==> config.mk <==
export PLATFORM = sky130hd
export DESIGN_NAME = multiplexed_sonar_ranger_core
export DESIGN_NICKNAME = d
export VERILOG_FILES = /design/src/hw/rtl/msr_pkg.sv /design/src/hw/rtl/msr_math.sv /design/src/hw/rtl/multiplexed_sonar_ranger_core.sv
export SDC_FILE = /design/constraint.sdc
export NUM_CORES = 2
export LEC_CHECK = 0
export BUFFER_PORTS_ARGS = -buffer_cell sky130_fd_sc_hd__buf_2
export CELL_PAD_IN_SITES_DETAIL_PLACEMENT = 1
export CELL_PAD_IN_SITES_GLOBAL_PLACEMENT = 1
export CORE_ASPECT_RATIO = 1.75
export CORE_UTILIZATION = 37
export DETAILED_ROUTE_END_ITERATION = 12
export MAX_ROUTING_LAYER = met4
export PLACE_DENSITY = 0.73
export SLEW_MARGIN = 10
export SYNTH_ARGS = -nofsm -noshare
export SYNTH_HDL_FRONTEND = slang
export SYNTH_SLANG_ARGS = --single-unit
export TNS_END_PERCENT = 30
==> constraint.sdc <==
create_clock -name clk -period 14.45 [get_ports clk]
set_input_delay 1.445 -clock clk [delete_from_list [all_inputs] [get_ports clk]]
set_output_delay 1.445 -clock clk [all_outputs]
set_load 0.02 [all_outputs]
==> src/hw/rtl/msr_pkg.sv <==
// Shared types and constants for the multiplexed sonar ranger.
// No dependencies; used by msr_math and the top level.
package msr_pkg;

  localparam int PADDR_W = 4;
  localparam int PDATA_W = 32;

  // Register map index, taken from paddr[3:2]
  localparam logic [1:0] REG_TIMEOUT = 2'd0;
  localparam logic [1:0] REG_ENABLE  = 2'd1;
  localparam logic [1:0] REG_SCALE   = 2'd2;
  localparam logic [1:0] REG_DELAY   = 2'd3;

  localparam logic [15:0] TIMEOUT_RESET = 16'd20000;
  localparam logic [2:0]  ENABLE_RESET  = 3'd0;
  localparam logic [15:0] SCALE_RESET   = 16'd11239;
  localparam logic [15:0] DELAY_RESET   = 16'd0;

  localparam logic [16:0] ELAPSED_MAX = 17'h1FFFF;
  localparam logic [15:0] SAT16       = 16'hFFFF;
  localparam logic [1:0]  MISS_MAX    = 2'd3;
  localparam int          ECHO_PINS   = 3;

  // floor(7*x/10) = (x * 7 * ceil(2^22/10)) >> 22, exact for 7*x < 699050
  localparam int          DECAY_SHIFT = 22;
  localparam logic [21:0] DECAY_MUL   = 22'd2936017;

  typedef enum logic [3:0] {
    PH_IDLE   = 4'b0001,
    PH_PINGED = 4'b0010,
    PH_HIGH   = 4'b0100,
    PH_DONE   = 4'b1000
  } phase_t;

  localparam logic [1:0] CODE_IDLE   = 2'd0;
  localparam logic [1:0] CODE_PINGED = 2'd1;
  localparam logic [1:0] CODE_HIGH   = 2'd2;
  localparam logic [1:0] CODE_DONE   = 2'd3;

  typedef struct packed {
    logic        timed_out;
    logic [16:0] width;
    logic [15:0] avg_old;
    logic [1:0]  miss_old;
  } meas_req_t;

  typedef struct packed {
    logic [15:0] raw;
    logic [15:0] avg;
    logic [1:0]  miss;
  } meas_res_t;

  function automatic logic [1:0] phase_code(input phase_t ph);
    logic [1:0] code;
    unique case (ph)
      PH_IDLE:   code = CODE_IDLE;
      PH_PINGED: code = CODE_PINGED;
      PH_HIGH:   code = CODE_HIGH;
      PH_DONE:   code = CODE_DONE;
      default:   code = CODE_IDLE;
    endcase
    return code;
  endfunction

endpackage

==> src/hw/rtl/msr_math.sv <==
// Distance arithmetic of the sonar ranger: raw scaling, filter, miss count.
// Depends on msr_pkg.
module msr_math
  import msr_pkg::*;
(
  input  meas_req_t   req,
  input  logic [15:0] timeout_us,
  input  logic [15:0] scale_q16,
  input  logic [15:0] echo_delay_us,
  output meas_res_t   res
);

  logic [16:0] delay_ext;
  logic [16:0] span;
  logic [16:0] operand;
  logic [32:0] raw_prod;
  logic [15:0] raw;
  logic [37:0] decay_prod;
  logic [15:0] decay;
  logic [18:0] echo_sum;
  logic [15:0] echo_avg;
  logic [19:0] ten_raw;
  logic [15:0] ten_avg;
  logic [1:0]  miss_new;

  assign delay_ext = {1'b0, echo_delay_us};
  assign span      = (req.width > delay_ext) ? (req.width - delay_ext) : 17'd0;
  assign operand   = req.timed_out ? {1'b0, timeout_us} : span;

  assign raw_prod = 33'(operand) * 33'(scale_q16);
  assign raw      = (raw_prod[32]) ? SAT16 : raw_prod[31:16];

  // decay runs beside the raw multiply, not after it
  assign decay_prod = 38'(req.avg_old) * 38'(DECAY_MUL);
  assign decay      = decay_prod[DECAY_SHIFT +: 16];

  assign echo_sum = 19'(decay) + 19'(raw) + 19'({raw, 1'b0});
  assign echo_avg = (echo_sum > 19'(SAT16)) ? SAT16 : echo_sum[15:0];

  assign ten_raw = 20'({raw, 3'b000}) + 20'({raw, 1'b0});
  assign ten_avg = (ten_raw > 20'(SAT16)) ? SAT16 : ten_raw[15:0];

  assign miss_new = (req.miss_old == MISS_MAX) ? MISS_MAX : req.miss_old + 2'd1;

  always_comb begin
    res.raw = raw;
    if (req.timed_out) begin
      res.miss = miss_new;
      res.avg  = (miss_new == MISS_MAX) ? ten_avg : req.avg_old;
    end else begin
      res.miss = 2'd0;
      res.avg  = echo_avg;
    end
  end

endmodule

==> src/hw/rtl/multiplexed_sonar_ranger_core.sv <==
// Top level of the multiplexed sonar ranger: handshakes, APB registers, ranging state.
// Depends on msr_pkg and msr_math.
//
// Each input beat is one microsecond tick carrying the echo pin levels of up
// to three sonars; each tick yields exactly one result beat. The block pings
// the enabled sonars in round-robin order (trigger_valid/trigger_sonar), times
// the active sonar's echo pulse from its rising to its falling edge, and on
// the tick after the pulse ends reports raw_mm = (width - echo_delay_us,
// floored at zero) * scale_q16 / 65536 and a filtered avg_value =
// floor(0.7 * avg) + 3 * raw. If no echo ends within timeout_us of the ping,
// it reports a timeout with raw_mm at the full-range distance, and after
// three misses in a row avg_value jumps to ten times that. Both saturate at
// 65535. Rate: one tick per clock cycle while result_stall is low. A tick
// is captured in an input register, and then all of its work (elapsed
// count, edge detect, one 17x16 multiply for raw beside one 16x22 multiply
// for the filter decay) runs in a single pass into the result register,
// which raises result_valid. The result register and the input register
// together buffer two beats, so tick_stall rises only when both are full
// and the result side is stalled.
// Configuration registers sit at byte addresses 0 (timeout_us), 4
// (enable_mask), 8 (scale_q16) and 12 (echo_delay_us); write them only while
// no tick is in flight.
module multiplexed_sonar_ranger_core
  import msr_pkg::*;
#(
  parameter int SONAR_COUNT = 3
) (
  input  logic               clk,
  input  logic               rst,
  // tick input channel
  input  logic               tick_valid,
  output logic               tick_stall,
  input  logic [2:0]         echo_levels,
  // result channel
  output logic               result_valid,
  input  logic               result_stall,
  output logic               trigger_valid,
  output logic [2:0]         trigger_sonar,
  output logic               update_valid,
  output logic [2:0]         update_sonar,
  output logic               timed_out,
  output logic [15:0]        raw_mm,
  output logic [15:0]        avg_value,
  output logic [1:0]         phase,
  // configuration port
  input  logic               psel,
  input  logic               penable,
  input  logic               pwrite,
  input  logic [PADDR_W-1:0] paddr,
  input  logic [PDATA_W-1:0] pwdata,
  output logic [PDATA_W-1:0] prdata,
  output logic               pready
);

  localparam int IDX_W = (SONAR_COUNT > 1) ? $clog2(SONAR_COUNT) : 1;
  localparam int EN_W  = 1 << IDX_W;

  // ---------------------------------------------------------------------------
  // Configuration registers
  // ---------------------------------------------------------------------------
  logic [15:0] timeout_us;
  logic [2:0]  enable_mask;
  logic [15:0] scale_q16;
  logic [15:0] echo_delay_us;
  logic        cfg_write;
  logic [1:0]  cfg_index;

  assign pready    = 1'b1;
  assign cfg_write = psel & penable & pwrite & pready;
  assign cfg_index = paddr[3:2];

  always_ff @(posedge clk) begin
    if (rst) begin
      timeout_us    <= TIMEOUT_RESET;
      enable_mask   <= ENABLE_RESET;
      scale_q16     <= SCALE_RESET;
      echo_delay_us <= DELAY_RESET;
    end else if (cfg_write) begin
      unique case (cfg_index)
        REG_TIMEOUT: timeout_us    <= pwdata[15:0];
        REG_ENABLE:  enable_mask   <= pwdata[2:0];
        REG_SCALE:   scale_q16     <= pwdata[15:0];
        REG_DELAY:   echo_delay_us <= pwdata[15:0];
        default:     timeout_us    <= timeout_us;
      endcase
    end
  end

  always_comb begin
    unique case (cfg_index)
      REG_TIMEOUT: prdata = PDATA_W'(timeout_us);
      REG_ENABLE:  prdata = PDATA_W'(enable_mask);
      REG_SCALE:   prdata = PDATA_W'(scale_q16);
      REG_DELAY:   prdata = PDATA_W'(echo_delay_us);
      default:     prdata = '0;
    endcase
  end

  // ---------------------------------------------------------------------------
  // Handshake: input register feeds the single-pass step, result register
  // holds the beat until the consumer takes it.
  // ---------------------------------------------------------------------------
  logic       in_full;
  logic [2:0] in_levels;
  logic       go;
  logic       in_take;

  assign go         = in_full & (~result_valid | ~result_stall);
  assign tick_stall = in_full & ~go;
  assign in_take    = tick_valid & ~tick_stall;

  always_ff @(posedge clk) begin
    if (rst) begin
      in_full <= 1'b0;
    end else if (in_take) begin
      in_full <= 1'b1;
    end else if (go) begin
      in_full <= 1'b0;
    end
  end

  always_ff @(posedge clk) begin
    if (in_take) begin
      in_levels <= echo_levels;
    end
  end

  // ---------------------------------------------------------------------------
  // Ranging state
  // ---------------------------------------------------------------------------
  logic [IDX_W-1:0] active_index;
  phase_t           phase_reg;
  logic [16:0]      elapsed_us;
  logic [16:0]      pulse_begin;
  logic [16:0]      pulse_width;
  logic [2:0]       prev_levels;
  logic [1:0]       miss_count [SONAR_COUNT];
  logic [15:0]      avg_store  [SONAR_COUNT];

  // Enabled sonars; mask bits past the sonar count are ignored
  logic [EN_W-1:0] en_vec;
  always_comb begin
    en_vec = '0;
    for (int i = 0; i < SONAR_COUNT; i++) begin
      if (i < ECHO_PINS) begin
        en_vec[i] = enable_mask[i];
      end
    end
  end

  // Step 1: count the tick, then close out a finished echo or a timeout
  logic [16:0] elapsed_inc;
  logic        upd_echo;
  logic        upd_tmo;
  logic        upd_any;
  phase_t      phase_a;

  assign elapsed_inc = (elapsed_us < ELAPSED_MAX) ? elapsed_us + 17'd1 : elapsed_us;
  assign upd_echo    = (phase_reg == PH_DONE);
  assign upd_tmo     = ~upd_echo & (phase_reg != PH_IDLE) & (elapsed_inc > {1'b0, timeout_us});
  assign upd_any     = upd_echo | upd_tmo;
  assign phase_a     = upd_any ? PH_IDLE : phase_reg;

  meas_req_t meas_req;
  meas_res_t meas_res;

  assign meas_req.timed_out = upd_tmo;
  assign meas_req.width     = pulse_width;
  assign meas_req.avg_old   = avg_store[active_index];
  assign meas_req.miss_old  = miss_count[active_index];

  msr_math u_math (
    .req           (meas_req),
    .timeout_us    (timeout_us),
    .scale_q16     (scale_q16),
    .echo_delay_us (echo_delay_us),
    .res           (meas_res)
  );

  // Step 2: when idle, ping the next enabled sonar after the active one.
  // Scan the candidates from farthest to nearest so the nearest wins.
  logic [IDX_W:0]   cand;
  logic [IDX_W-1:0] next_index;

  always_comb begin
    next_index = active_index;
    cand       = '0;
    for (int k = SONAR_COUNT; k >= 1; k--) begin
      cand = {1'b0, active_index} + (IDX_W+1)'(k);
      if (cand >= (IDX_W+1)'(SONAR_COUNT)) begin
        cand = cand - (IDX_W+1)'(SONAR_COUNT);
      end
      if (en_vec[cand[IDX_W-1:0]]) begin
        next_index = cand[IDX_W-1:0];
      end
    end
  end

  logic             ping;
  logic [IDX_W-1:0] index_b;
  logic [16:0]      elapsed_b;
  phase_t           phase_b;

  assign ping      = (phase_a == PH_IDLE) & (|en_vec);
  assign index_b   = ping ? next_index : active_index;
  assign elapsed_b = ping ? 17'd0 : elapsed_inc;
  assign phase_b   = ping ? PH_PINGED : phase_a;

  // Step 3: edge detect on the active sonar's echo pin
  logic pin_now;
  logic pin_before;

  always_comb begin
    pin_now    = 1'b0;
    pin_before = 1'b0;
    for (int i = 0; i < ECHO_PINS; i++) begin
      if (32'(index_b) == i) begin
        pin_now    = in_levels[i];
        pin_before = prev_levels[i];
      end
    end
  end

  logic   rise;
  logic   fall;
  phase_t phase_c;

  assign rise = (phase_b == PH_PINGED) & pin_now & ~pin_before;
  assign fall = (phase_b == PH_HIGH) & ~pin_now & pin_before;

  always_comb begin
    priority if (rise) begin
      phase_c = PH_HIGH;
    end else if (fall) begin
      phase_c = PH_DONE;
    end else begin
      phase_c = phase_b;
    end
  end

  // Commit the step on each processed beat
  always_ff @(posedge clk) begin
    if (rst) begin
      active_index <= '0;
      phase_reg    <= PH_IDLE;
      elapsed_us   <= '0;
      pulse_begin  <= '0;
      pulse_width  <= '0;
      prev_levels  <= '0;
      for (int i = 0; i < SONAR_COUNT; i++) begin
        miss_count[i] <= '0;
        avg_store[i]  <= '0;
      end
    end else if (go) begin
      active_index <= index_b;
      phase_reg    <= phase_c;
      elapsed_us   <= elapsed_b;
      prev_levels  <= in_levels;
      if (rise) begin
        pulse_begin <= elapsed_b;
      end
      // hold the width, not the end time; the delay is applied at report time
      if (fall) begin
        pulse_width <= (elapsed_b > pulse_begin) ? elapsed_b - pulse_begin : 17'd0;
      end
      if (upd_any) begin
        miss_count[active_index] <= meas_res.miss;
        avg_store[active_index]  <= meas_res.avg;
      end
    end
  end

  // ---------------------------------------------------------------------------
  // Result register
  // ---------------------------------------------------------------------------
  always_ff @(posedge clk) begin
    if (rst) begin
      result_valid <= 1'b0;
    end else if (go) begin
      result_valid <= 1'b1;
    end else if (~result_stall) begin
      result_valid <= 1'b0;
    end
  end

  always_ff @(posedge clk) begin
    if (go) begin
      trigger_valid <= ping;
      trigger_sonar <= ping ? 3'(next_index) : 3'd0;
      update_valid  <= upd_any;
      update_sonar  <= upd_any ? 3'(active_index) : 3'd0;
      timed_out     <= upd_tmo;
      raw_mm        <= upd_any ? meas_res.raw : 16'd0;
      avg_value     <= upd_any ? meas_res.avg : 16'd0;
      phase         <= phase_code(phase_c);
    end
  end

endmodule

==> flow_metrics.py <==
metrics = {
    "setup_path": {
        "crit_required_ns": 14.75,
        "crit_top_cell": "nand2_1",
        "crit_fanout": 9,
        "timing.rr.end": "avg_store[2][7]",
        "worstSetupEndpointType": "flip-flop",
        "critPathLaunchType": "flip-flop",
        "r2r_start": "elapsed_us[10]",
        "crit_slowest_cell": "fa_1",
        "slowest_delay_ns": 0.55,
        "rrSetupSlack_ns": 0.51,
        "criticalPathCategory": "reg -> reg",
        "crit_path_start": "elapsed_us[10]",
        "worst-r2r-cell-count": 66,
        "arrival_ns": 14.23,
    },
    "pwr": {
        "p_sw_share_pct": 51.1,
        "pwr-share-clk_pct": 10.2,
        "switchingPower_uw": 3170,
        "leakagePower_uw": 0.0149,
        "internal_power_uw": 3040,
        "seq_power_share_pct": 12.9,
        "power_frac_comb_pct": 76.8,
        "finalPower_uw": 6220,
        "power_density_mw_per_mm2": 198,
        "ir_drop_v": 0.000312,
    },
    "clocking": {
        "cts_tree": "built",
        "cts-buffers-inserted": 25,
        "clkSlewWorstSetupHoldPaths_ns": 0.07,
        "cts_buffer_depth": 3,
        "cts-root-buf": "clkbuf_16",
        "hold_buffers": 0,
        "insertion_delay_ns": 0.59,
        "clkSinkCount": 231,
        "htree_levels": 1,
    },
    "floorplanning": {
        "initial_core_util_pct": 37.3,
        "die_h_um": 366,
        "core_area_mm2": 0.0751,
        "chipWidth_um": 210,
        "fp.dieArea_mm2": 0.0768,
        "io_pins": 124,
        "fp-row-count": 133,
    },
    "status": {
        "run_status": "completed",
    },
    "min_path": {
        "hp-class": "reg -> reg",
        "hp-start": "pulse_begin[16]",
        "hold_path_end": "pulse_begin[16]",
        "hold_depth": 2,
    },
    "synth": {
        "yosys_most_used_dff": "edfxtp_1",
        "ys_seq_area_share_pct": 20.7,
        "synth.top_cells.by_area": "fa_1, ha_1, edfxtp_1",
        "syn_avg_cell_area_um2": 9.17,
        "yosysTopAreaCellShare_pct": 21.7,
        "netlist-cell-type-count": 91,
        "yosys_warnings": 0,
        "synth-edff-count": 116,
        "synthArstFlopShare_pct": 0,
        "syn-instance-count": 3052,
        "syn_area_mm2": 0.0280,
        "synth_common_cells": "inv_1, nand2_1, ha_1",
        "yosysTopAreaCell": "fa_1",
        "synth_seq_cells": 231,
        "synth.most_common_cell": "inv_1",
    },
    "drt": {
        "vias_per_cell": 5.25,
        "final_antenna_net_count": 0,
        "vias": 22200,
        "wl_per_cell_um": 20.6,
        "drt_wl_total_um": 86700,
        "firstDrtPassIters": 5,
        "drt_iter0_markers": 757,
        "drcViolationCount": 0,
    },
    "sta": {
        "setup_ws_ns": 0.511,
        "slew_violations": 0,
        "finClkSkew_ns": 0.0360,
        "fmax_ghz": 0.0717,
        "final-setup-viol-count": 0,
        "worstMarginPinSlew_ns": 1.11,
        "fin_crit_ns": 13.94,
        "rsz0062_at_grt": "yes",
        "hold_ws_ns": 0.454,
        "relSlewSlack_pct": 25.5,
        "fin_crit_sh_pct": 96.5,
        "hold_viol_final": 0,
    },
    "global_route": {
        "antenna_found_initial": 0,
        "grt_start_max_net_pins": 83,
        "grtUsageTotal_pct": 23.5,
        "grt_pass1_wl_um": 135000,
        "grt_pass1_vias": 25100,
        "grt_remaining_overflow": 0,
    },
    "final_layout": {
        "multi_input_area_mm2": 0.0201,
        "fillerInstances": 8687,
        "largest_reg_flops": 64,
        "regArea_mm2": 0.00579,
        "fin_nets": 3872,
        "largest_register": "avg_store",
        "syn_to_final_growth_pct": 12.4,
        "final_area_mm2": 0.0315,
        "final_util_pct": 41.9,
        "drive_gt1_share_pct": 12.7,
    },
    "placed_design": {
        "placed_cell_area_mm2": 0.0302,
        "dp_hpwl_um": 71100,
        "portBuffers": 86,
        "dp_slack_ns": -0.449,
        "gp_congestion": 0.899,
    },
    "run": {
        "drv_cap": 0,
    },
}
## final cells by class
| type | count | area share [%] |
|---|---|---|
| tap | 1012 | 4.02 |
| clock buffer | 34 | 2.26 |
| multi-input combinational | 2196 | 64.0 |
| clock inverter | 11 | 0.266 |
| inverter | 510 | 6.10 |
| sequential | 231 | 18.4 |
| antenna | 1 | 0.00795 |
| timing repair buffer | 221 | 5.00 |
## what timing repair did
action,CTS,global route
pin swaps,1,26
gates cloned,0,1
endpoints found under the setup margin,80,80
setup buffers,0,15
gates resized for setup,16,68
## worst max path at each step
stage | to | slack, ns | cells past startpoint
4_1_cts | avg_store[1][13] | 0.02 | 64
5_1_grt | avg_store[1][13] | -0.27 | 69
6_report | avg_store[2][7] | 0.51 | 66
3_3_place_gp | avg_store[0][7] | -0.13 | 64
2_1_floorplan | avg_store[0][7] | 0.12 | 66
3_5_place_dp | avg_store[1][7] | -0.45 | 61
## metal layers
metal | part of all wire (%) | track usage, %
met1 | 35 | 22.0
met2 | 57 | 46.4
met3 | 2.4 | 1.82
met4 | 6.1 | 12.3
met5 | 0 | -
## stage by stage
| step | cells | setup TNS [ns] |
|---|---|---|
| after floorplan | 3069 | 0 |
| after global placement | 4154 | -3.54 |
| after detailed placement | 4154 | -28.43 |
| after CTS | 4199 | 0 |
| after global routing | 4215 | -17.12 |
| final | 4216 | 0 |
## power by group through the flow
stage | clock, uW | sequential, uW | combinational (uW)
floorplan | 0 | 815 | 3050
global placement | 0 | 818 | 4380
detailed placement | 0 | 819 | 4530
CTS | 651 | 804 | 4600
global route | 672 | 806 | 5220
finish | 636 | 804 | 4780
## logic make-up after synthesis
group	after synthesis	share of synthesized area, %
AND/OR/NAND/NOR	906	15.3
buffers and inverters	642	8.95
adder cells (fa/ha/maj)	641	36.8
AO/OA/AOI/OAI	461	11.6
flip-flops	231	20.7
XOR/XNOR	100	3.16
multiplexers	69	3.47
other	2	0.0268
## worst max-delay path, delay by kind of cell, from the launching register on
kind	cells	cell delay (ns)
compound gates	19	3.77
simple gates	25	3.81
flops	1	0.35
xor+xnor	2	0.37
buf+inv	10	1.16
fa+ha+maj	10	4.20
## cell usage in the layout, fill, tap and decap left out, types with 24 or more instances in the layout
master / n
a22o_1: 30
nand2b_1: 31
o21ai_0: 64
nor3_1: 24
nand2_1: 348
dfxtp_1: 112
buf_4: 123
clkbuf_16: 26
and2_1: 135
ha_1: 336
nor2_1: 192
nand3_1: 26
inv_1: 508
buf_2: 85
edfxtp_1: 116
fa_1: 302
a21o_1: 36
and3_1: 25
nand4_1: 26
xor2_1: 32
xnor2_1: 67
mux2i_1: 34
nor2b_1: 38
a21oi_1: 136
No activity file was read; power rests on OpenSTA's default activity.
